## src/rtl/fds_pkg.sv

```systemverilog
// ----------------------------------------------------------------------------
// fds_pkg
// Constants, types and the control store of the frame duplicate suppressor.
// ----------------------------------------------------------------------------
package fds_pkg;

    localparam int CACHE_DEPTH = 32;
    localparam int IDX_W       = (CACHE_DEPTH > 1) ? $clog2(CACHE_DEPTH) : 1;
    localparam int CNT_W       = $clog2(CACHE_DEPTH + 1);

    localparam int BYTE_W      = 8;
    localparam int HASH_W      = 32;
    localparam int TIME_W      = 32;
    localparam int WIN_W       = 16;
    localparam int PRIME_W     = 25;

    localparam logic [HASH_W-1:0]  HASH_BASIS   = 32'd2166136261;
    localparam logic [PRIME_W-1:0] HASH_PRIME   = 25'd16777619;
    localparam logic [WIN_W-1:0]   WINDOW_RESET = 16'd600;

    typedef logic [IDX_W-1:0]  idx_t;
    typedef logic [CNT_W-1:0]  cnt_t;
    typedef logic [HASH_W-1:0] hash_t;
    typedef logic [TIME_W-1:0] stamp_t;
    typedef logic [WIN_W-1:0]  window_t;
    typedef logic [BYTE_W-1:0] octet_t;

    // program steps
    typedef logic [2:0] step_t;
    localparam step_t ST_IDLE  = 3'd0;
    localparam step_t ST_FOLD  = 3'd1;
    localparam step_t ST_SCAN  = 3'd2;
    localparam step_t ST_DRAIN = 3'd3;
    localparam step_t ST_DONE  = 3'd4;

    // branch conditions
    typedef enum logic [2:0] {
        COND_ALWAYS   = 3'd0,
        COND_ACCEPT   = 3'd1,
        COND_LAST     = 3'd2,
        COND_SCAN_END = 3'd3,
        COND_OUT_FREE = 3'd4
    } cond_t;

    typedef struct packed {
        logic  take;     // input ready
        logic  fold;     // multiply the latched xor by the prime
        logic  scan;     // issue a cache read and advance the scan index
        logic  check;    // compare the read data of the previous cycle
        logic  finish;   // deliver result, update ring, restart hash
        cond_t cond;
        step_t target_t; // taken when cond holds
        step_t target_f; // taken otherwise
    } ctrl_t;

    function automatic ctrl_t ucode(input step_t step);
        ctrl_t cw;
        cw = '{take: 1'b0, fold: 1'b0, scan: 1'b0, check: 1'b0, finish: 1'b0,
               cond: COND_ALWAYS, target_t: ST_IDLE, target_f: ST_IDLE};
        case (step)
            ST_IDLE:
            begin
                cw.take     = 1'b1;
                cw.cond     = COND_ACCEPT;
                cw.target_t = ST_FOLD;
                cw.target_f = ST_IDLE;
            end
            ST_FOLD:
            begin
                cw.fold     = 1'b1;
                cw.cond     = COND_LAST;
                cw.target_t = ST_SCAN;
                cw.target_f = ST_IDLE;
            end
            ST_SCAN:
            begin
                cw.scan     = 1'b1;
                cw.check    = 1'b1;
                cw.cond     = COND_SCAN_END;
                cw.target_t = ST_DRAIN;
                cw.target_f = ST_SCAN;
            end
            ST_DRAIN:
            begin
                cw.check    = 1'b1;
                cw.cond     = COND_ALWAYS;
                cw.target_t = ST_DONE;
                cw.target_f = ST_DONE;
            end
            ST_DONE:
            begin
                cw.finish   = 1'b1;
                cw.cond     = COND_OUT_FREE;
                cw.target_t = ST_IDLE;
                cw.target_f = ST_DONE;
            end
            default:
            begin
                cw.cond     = COND_ALWAYS;
                cw.target_t = ST_IDLE;
                cw.target_f = ST_IDLE;
            end
        endcase
        return cw;
    endfunction

endpackage

```

## src/rtl/fds_if.sv

```systemverilog
// ----------------------------------------------------------------------------
// fds_if
// Handshake channels of the frame duplicate suppressor.
// ----------------------------------------------------------------------------
interface fds_byte_if;
    logic                  valid;
    logic                  ready;
    logic [7:0]            payload_byte;
    logic                  last_byte;
    logic [31:0]           now_seconds;

    modport source (output valid, payload_byte, last_byte, now_seconds, input ready);
    modport sink   (input valid, payload_byte, last_byte, now_seconds, output ready);
endinterface

interface fds_result_if;
    logic                  valid;
    logic                  ready;
    logic                  is_new;
    logic [31:0]           frame_hash;

    modport source (output valid, is_new, frame_hash, input ready);
    modport sink   (input valid, is_new, frame_hash, output ready);
endinterface

interface fds_cfg_if;
    logic                  valid;
    logic                  ready;
    logic [15:0]           window_seconds;

    modport source (output valid, window_seconds, input ready);
    modport sink   (input valid, window_seconds, output ready);
endinterface

```

## src/rtl/frame_duplicate_suppressor.sv

```systemverilog
// ----------------------------------------------------------------------------
// frame_duplicate_suppressor
// FNV-1a 32-bit frame hash with a ring cache of recently seen frames.
// ----------------------------------------------------------------------------
// Payload bytes arrive on rx, one per transfer; a byte that is not last is
// accepted, then folded by one multiply step. On the last byte the hash is
// compared against every filled entry of a 32-entry ring cache, read one entry
// per cycle from a single read port, then DRAIN and DONE run before the next
// byte is taken. One result transfer per frame gives the hash and whether it
// is new; a new frame takes the next free entry, or the oldest once full. The
// output register lets the next frame start while a result waits. The user is
// to write window_seconds (reset 600) on cfg only while idle; not enforced.
module frame_duplicate_suppressor
(
    input  logic clk,
    input  logic rst_n,
    fds_byte_if.sink     rx,
    fds_result_if.source result,
    fds_cfg_if.sink      cfg
);
    import fds_pkg::*;

    ctrl_t   cw;
    step_t   step_reg, step_next;
    logic    cond_ok;

    window_t window_reg;
    hash_t   hash_reg, hash_next;
    hash_t   mix_reg;
    logic    last_reg;
    stamp_t  now_reg;

    cnt_t    fill_reg, fill_next;
    idx_t    wp_reg, wp_next;
    cnt_t    scan_reg, scan_next;
    logic    cmp_vld_reg, cmp_vld_next;
    logic    hit_reg, hit_next;

    logic    out_vld_reg, out_vld_next;
    logic    out_new_reg;
    hash_t   out_hash_reg;

    hash_t   hash_mem [CACHE_DEPTH];
    stamp_t  time_mem [CACHE_DEPTH];
    hash_t   rd_hash_reg;
    stamp_t  rd_time_reg;

    logic    accept;
    logic    out_free;
    logic    finish_go;
    logic    scan_end;
    logic    issue;
    logic    match;
    stamp_t  age;
    logic [HASH_W+PRIME_W-1:0] product;

    assign cw        = ucode(step_reg);
    assign accept    = rx.valid && cw.take;
    assign out_free  = !out_vld_reg || result.ready;
    assign finish_go = cw.finish && out_free;
    assign scan_end  = (scan_reg == fill_reg);
    assign issue     = cw.scan && !scan_end;
    assign product   = mix_reg * HASH_PRIME;

    assign age   = now_reg - rd_time_reg;
    assign match = cmp_vld_reg && (rd_hash_reg == hash_reg)
                   && (age < {{(TIME_W-WIN_W){1'b0}}, window_reg});

    always_comb
    begin
        case (cw.cond)
            COND_ALWAYS:   cond_ok = 1'b1;
            COND_ACCEPT:   cond_ok = accept;
            COND_LAST:     cond_ok = last_reg;
            COND_SCAN_END: cond_ok = scan_end;
            COND_OUT_FREE: cond_ok = out_free;
            default:       cond_ok = 1'b1;
        endcase
        step_next = cond_ok ? cw.target_t : cw.target_f;
    end

    always_comb
    begin
        hash_next    = hash_reg;
        scan_next    = scan_reg;
        cmp_vld_next = cw.scan && issue;
        hit_next     = hit_reg;
        fill_next    = fill_reg;
        wp_next      = wp_reg;
        out_vld_next = out_vld_reg && !result.ready;

        if (cw.fold)
        begin
            hash_next = product[HASH_W-1:0];
            scan_next = '0;
            hit_next  = 1'b0;
        end
        if (issue)
        begin
            scan_next = scan_reg + cnt_t'(1);
        end
        if (cw.check && match)
        begin
            hit_next = 1'b1;
        end
        if (finish_go)
        begin
            hash_next    = HASH_BASIS;
            out_vld_next = 1'b1;
            if (!hit_reg)
            begin
                wp_next = (wp_reg == idx_t'(CACHE_DEPTH - 1)) ? '0 : wp_reg + idx_t'(1);
                if (fill_reg != cnt_t'(CACHE_DEPTH))
                begin
                    fill_next = fill_reg + cnt_t'(1);
                end
            end
        end
    end

    always_ff @(posedge clk or negedge rst_n)
    begin
        if (!rst_n)
        begin
            step_reg    <= ST_IDLE;
            window_reg  <= WINDOW_RESET;
            hash_reg    <= HASH_BASIS;
            fill_reg    <= '0;
            wp_reg      <= '0;
            scan_reg    <= '0;
            cmp_vld_reg <= 1'b0;
            hit_reg     <= 1'b0;
            out_vld_reg <= 1'b0;
        end
        else
        begin
            step_reg    <= step_next;
            hash_reg    <= hash_next;
            fill_reg    <= fill_next;
            wp_reg      <= wp_next;
            scan_reg    <= scan_next;
            cmp_vld_reg <= cmp_vld_next;
            hit_reg     <= hit_next;
            out_vld_reg <= out_vld_next;
            if (cfg.valid)
            begin
                window_reg <= cfg.window_seconds;
            end
        end
    end

    // payload registers
    always_ff @(posedge clk)
    begin
        if (accept)
        begin
            mix_reg  <= hash_reg ^ {{(HASH_W-BYTE_W){1'b0}}, rx.payload_byte};
            last_reg <= rx.last_byte;
            now_reg  <= rx.now_seconds;
        end
        if (finish_go)
        begin
            out_new_reg  <= !hit_reg;
            out_hash_reg <= hash_reg;
        end
    end

    // ring cache, one write and one registered read port
    always_ff @(posedge clk)
    begin
        if (finish_go && !hit_reg)
        begin
            hash_mem[wp_reg] <= hash_reg;
            time_mem[wp_reg] <= now_reg;
        end
    end

    always_ff @(posedge clk)
    begin
        if (issue)
        begin
            rd_hash_reg <= hash_mem[scan_reg[IDX_W-1:0]];
            rd_time_reg <= time_mem[scan_reg[IDX_W-1:0]];
        end
    end

    assign rx.ready          = cw.take;
    assign cfg.ready         = 1'b1;
    assign result.valid      = out_vld_reg;
    assign result.is_new     = out_new_reg;
    assign result.frame_hash = out_hash_reg;

`ifndef ASSERT_OFF
    a_fill_bound: assert property (@(posedge clk) disable iff (!rst_n)
        fill_reg <= cnt_t'(CACHE_DEPTH))
        else $error("fill count beyond cache depth");

    a_hit_keeps_ring: assert property (@(posedge clk) disable iff (!rst_n)
        (finish_go && hit_reg) |=> ($stable(wp_reg) && $stable(fill_reg)))
        else $error("duplicate frame changed the ring");

    a_new_advances: assert property (@(posedge clk) disable iff (!rst_n)
        (finish_go && !hit_reg) |=> (wp_reg != $past(wp_reg) || CACHE_DEPTH == 1))
        else $error("new frame did not advance the write pointer");

    a_scan_in_range: assert property (@(posedge clk) disable iff (!rst_n)
        issue |-> (scan_reg < fill_reg))
        else $error("cache read beyond filled entries");
`endif

endmodule
```

## src/flat_wrapper.sv

```systemverilog
// flat-port wrapper written by rule: the top's interface ports become plain ports
module frame_duplicate_suppressor_flat import fds_pkg::*;
  (clk, rst_n, rx_valid, rx_payload_byte, rx_last_byte, rx_now_seconds, rx_ready, result_valid, result_is_new, result_frame_hash, result_ready, cfg_valid, cfg_window_seconds, cfg_ready);
  fds_byte_if rx_i ();
  fds_result_if result_i ();
  fds_cfg_if cfg_i ();
  input  logic clk;
  input  logic rst_n;
  input wire logic [$bits(rx_i.valid)-1:0] rx_valid;
  input wire logic [$bits(rx_i.payload_byte)-1:0] rx_payload_byte;
  input wire logic [$bits(rx_i.last_byte)-1:0] rx_last_byte;
  input wire logic [$bits(rx_i.now_seconds)-1:0] rx_now_seconds;
  output wire logic [$bits(rx_i.ready)-1:0] rx_ready;
  output wire logic [$bits(result_i.valid)-1:0] result_valid;
  output wire logic [$bits(result_i.is_new)-1:0] result_is_new;
  output wire logic [$bits(result_i.frame_hash)-1:0] result_frame_hash;
  input wire logic [$bits(result_i.ready)-1:0] result_ready;
  input wire logic [$bits(cfg_i.valid)-1:0] cfg_valid;
  input wire logic [$bits(cfg_i.window_seconds)-1:0] cfg_window_seconds;
  output wire logic [$bits(cfg_i.ready)-1:0] cfg_ready;
  assign rx_i.valid = rx_valid;
  assign rx_i.payload_byte = rx_payload_byte;
  assign rx_i.last_byte = rx_last_byte;
  assign rx_i.now_seconds = rx_now_seconds;
  assign rx_ready = rx_i.ready;
  assign result_valid = result_i.valid;
  assign result_is_new = result_i.is_new;
  assign result_frame_hash = result_i.frame_hash;
  assign result_i.ready = result_ready;
  assign cfg_i.valid = cfg_valid;
  assign cfg_i.window_seconds = cfg_window_seconds;
  assign cfg_ready = cfg_i.ready;
  frame_duplicate_suppressor u_core (.clk(clk), .rst_n(rst_n), .rx(rx_i), .result(result_i), .cfg(cfg_i));
endmodule
```

## config.mk

```make
export PLATFORM = sky130hd
export DESIGN_NAME = frame_duplicate_suppressor_flat
export DESIGN_NICKNAME = d
export VERILOG_FILES = /design/src/rtl/fds_pkg.sv /design/src/rtl/fds_if.sv /design/src/rtl/frame_duplicate_suppressor.sv /design/src/flat_wrapper.sv
export SDC_FILE = /design/constraint.sdc
export NUM_CORES = 2
export LEC_CHECK = 0
export BUFFER_PORTS_ARGS = -buffer_cell sky130_fd_sc_hd__buf_2
export CAP_MARGIN = 20
export CORE_MARGIN = 3
export CORE_UTILIZATION = 41
export CTS_CLUSTER_SIZE = 24
export DETAILED_ROUTE_END_ITERATION = 8
export HOLD_SLACK_MARGIN = 0.05
export PLACE_DENSITY = 0.55
export REMOVE_ABC_BUFFERS = 1
export SLEW_MARGIN = 20
export SYNTH_ARGS = -nofsm -noshare
export SYNTH_HDL_FRONTEND = slang
export SYNTH_SLANG_ARGS = --single-unit
```

## constraint.sdc

```tcl
create_clock -name clk -period 4.7 [get_ports clk]
set_input_delay 0.235 -clock clk [delete_from_list [all_inputs] [get_ports clk]]
set_output_delay 0.235 -clock clk [all_outputs]
set_load 0.005 [all_outputs]
```

==> impl_metrics.py <==
metrics = {
    "grt": {
        "grt_antenna_before_repair": 6,
        "grt.overflow.total": 0,
        "grt_pass1_vias": 47900,
        "grt_max_degree": 81,
        "gr-usage-all-layers_pct": 21.6,
        "grt_first_pass_wirelength_um": 361000,
    },
    "yosys": {
        "synthCells": 4381,
        "synth_ff_type": "edfxtp_1",
        "synthTopCellsByCount": "2210 x edfxtp_1, 640 x mux4_2, 240 x ha_1",
        "synthTopCellsByArea": "edfxtp_1 71%, mux4_2 15%, ha_1 3.2%",
        "synth_edf_count": 2210,
        "yosys.area.top_type": "edfxtp_1",
        "synth_top_area_share_pct": 71.0,
        "ys_ff_latch": 2281,
        "seq_area_frac_synth_pct": 72.9,
        "yosysMostFrequentCell": "edfxtp_1",
        "yosysWarnings": 0,
        "syn_avg_cell_area_sq_um": 21.3,
        "syn_area_sq_um": 93500,
        "synth_cell_type_count": 75,
        "async_flop_share_pct": 3.11,
    },
    "min_path": {
        "hold_depth": 2,
        "hold_path_class": "primary input to register",
    },
    "clocking": {
        "cts.sinks": 2281,
        "cts_buffers": 225,
        "clock_path_buffers": 3,
        "cts_max_level": 4,
        "clk_latency_ps": 860,
        "cts-root-buf": "clkbuf_16",
        "cts.reportedPaths.clkPinSlew_ps": 70,
        "cts_tree": "yes",
    },
    "critical_path": {
        "required_ps": 5440,
        "arrival_ps": 5770,
        "start_kind": "register",
        "crit_path_end_kind": "register",
        "crit_fanout": 3,
        "ff2ff_path_depth": 19,
        "path_class": "register to register",
    },
    "die": {
        "coreArea_sq_um": 226000,
        "fp.dieW_um": 484,
        "ios": 98,
        "start_util_pct": 41.4,
        "die_h_um": 484,
        "die-area_sq_um": 234000,
        "rows": 174,
    },
    "timing": {
        "fin_crit_sh_pct": 107,
        "finalSetupViolCount": 15,
        "slew_viol_final": 0,
        "skew_ps": 39.2,
        "period_minus_slack_ps": 5030,
        "rsz0062_at_grt": "true",
        "slew_headroom_pct": 25.5,
        "holdWs_ps": 112,
        "worst_slack_ps": -333,
        "tightest_slew_ps": 1110,
        "hold_viol": 0,
        "fin_setup_tns_ps": -2410,
        "fmax_ghz": 0.199,
    },
    "layout": {
        "syn_to_final_growth_pct": 17.7,
        "drive_above_1_share_pct": 32.2,
        "register_area_sq_um": 68200,
        "largestRegisters": "u_core.hash_mem: 1024 flops, u_core.time_mem: 1024 flops",
        "finalNonFillerCells": 8160,
        "fillers": 18200,
        "multiInputGateArea_sq_um": 24900,
        "fin_nets": 5351,
    },
    "detailed_routing": {
        "drtAntennaViolNets": 0,
        "first_pass_iters": 6,
        "drt_iter0_markers": 4905,
        "wirelength_um": 253000,
        "routedWlPerCell_um": 31.0,
        "vias": 46400,
        "viasPerCell": 5.69,
        "drc": 0,
    },
    "outcome": {
        "violations": "setup timing",
        "status": "finished, violations left",
    },
    "placed_design": {
        "io_buffers": 96,
        "dp_cells": 7595,
        "gp_congestion": 0.827,
        "dp_hpwl_um": 136000,
    },
    "run": {
        "cap_viol_max_count": 0,
    },
}
-- cell usage in the layout, fill, tap and decap left out, types with 13 or more instances in the layout --
master / count
inv_1: 214
clkinv_1: 52
nand3_1: 35
nor2_1: 35
buf_6: 24
buf_12: 60
buf_2: 95
o21ai_1: 16
nand2b_1: 15
nand2_1: 81
clkbuf_1: 49
buf_4: 261
dfstp_2: 18
mux2_2: 65
xor2_1: 47
o21ai_0: 57
and3_1: 14
nand4_1: 14
dlygate4sd3_1: 99
dfrtp_1: 48
a211oi_1: 13
xnor2_1: 45
ha_4: 42
bufinv_16: 27
fa_1: 70
nor3_1: 18
a21o_1: 16
clkbuf_16: 227
o21a_1: 13
inv_2: 13
mux4_2: 640
edfxtp_1: 2210
ha_1: 188
nor2_4: 33
a21oi_1: 45
clkinv_2: 42
-- worst paths after layout --
path / end / slack, ps / from
min in group asynchronous: u_core.hash_reg[7] / 690 / rst_n
setup / recovery: u_core.hash_reg[27] / -330 / u_core.mix_reg[7]
max in group asynchronous: u_core.window_reg[1] / 3310 / rst_n
setup reg to reg: u_core.hash_reg[27] / -330 / u_core.mix_reg[7]
hold reg to reg: u_core.fill_reg[5] / 530 / u_core.fill_reg[5]
hold / removal: u_core.now_reg[21] / 110 / rx_valid
-- cell families (layout without fill, tap and decap cells) --
family,after synthesis,in the layout,share of synthesized area (%)
flip-flops,2281,2281,72.9
multiplexers,707,707,16.2
buffers and inverters,404,1190,1.66
AND/OR/NAND/NOR,322,322,1.74
AO/OA/AOI/OAI,257,257,1.79
XOR/XNOR,94,94,0.880
other,1,2,0.00401
adder cells (fa/ha/maj),315,315,4.82
-- routing by layer --
layer,GRT usage [%],wire length (um),up-vias
li1,-,-,19200
met1,30.9,109000,25300
met2,35.4,124000,1605
met3,3.06,14600,300
met4,4.62,4910,0
met5,0,0,-
-- metrics by stage --
step	util, %	area (sq um)	setup WS [ps]
finish	48.8	110000	-333
global route	48.8	110000	-577
CTS	48.5	110000	-465
detailed placement	44.4	100000	-639
global placement	44.4	100000	-526
floorplan	-	92800	-16790
-- layout make-up --
cell class	count	share of cell area, %
flip-flops and latches	2281	61.9
inverters	228	0.780
well taps	2992	3.40
multi-input cells	1696	22.7
clock buffers	280	5.38
diodes	1	0.00227
repair buffers	542	4.49
clock inverters	140	1.36
-- critical path: stages (launching register included) --
cell and delay [ps]:
edfxtp_1 490, ha_4 290, ha_4 260, fa_2 460, ha_4 180, fa_1 530
ha_1 140, inv_1 50, fa_1 520, inv_2 50, ha_4 210, a21o_1 190
a21oi_2 130, o21ai_2 100, nor4_4 200, nor4_4 90, o311a_1 300, o21a_1 170
or3_1 300, a32o_1 260
-- what timing repair did --
action,4_1_cts,5_1_grt
hold buffers,100,0
pin swaps,66,78
endpoints found under the hold margin,119,0
setup buffers,31,20
setup endpoints to repair,17,20
resized for setup,100,82
Power is left out: the tool's default activity adds up to more than one toggle a clock period on the data nets, which glitch-free logic cannot reach.
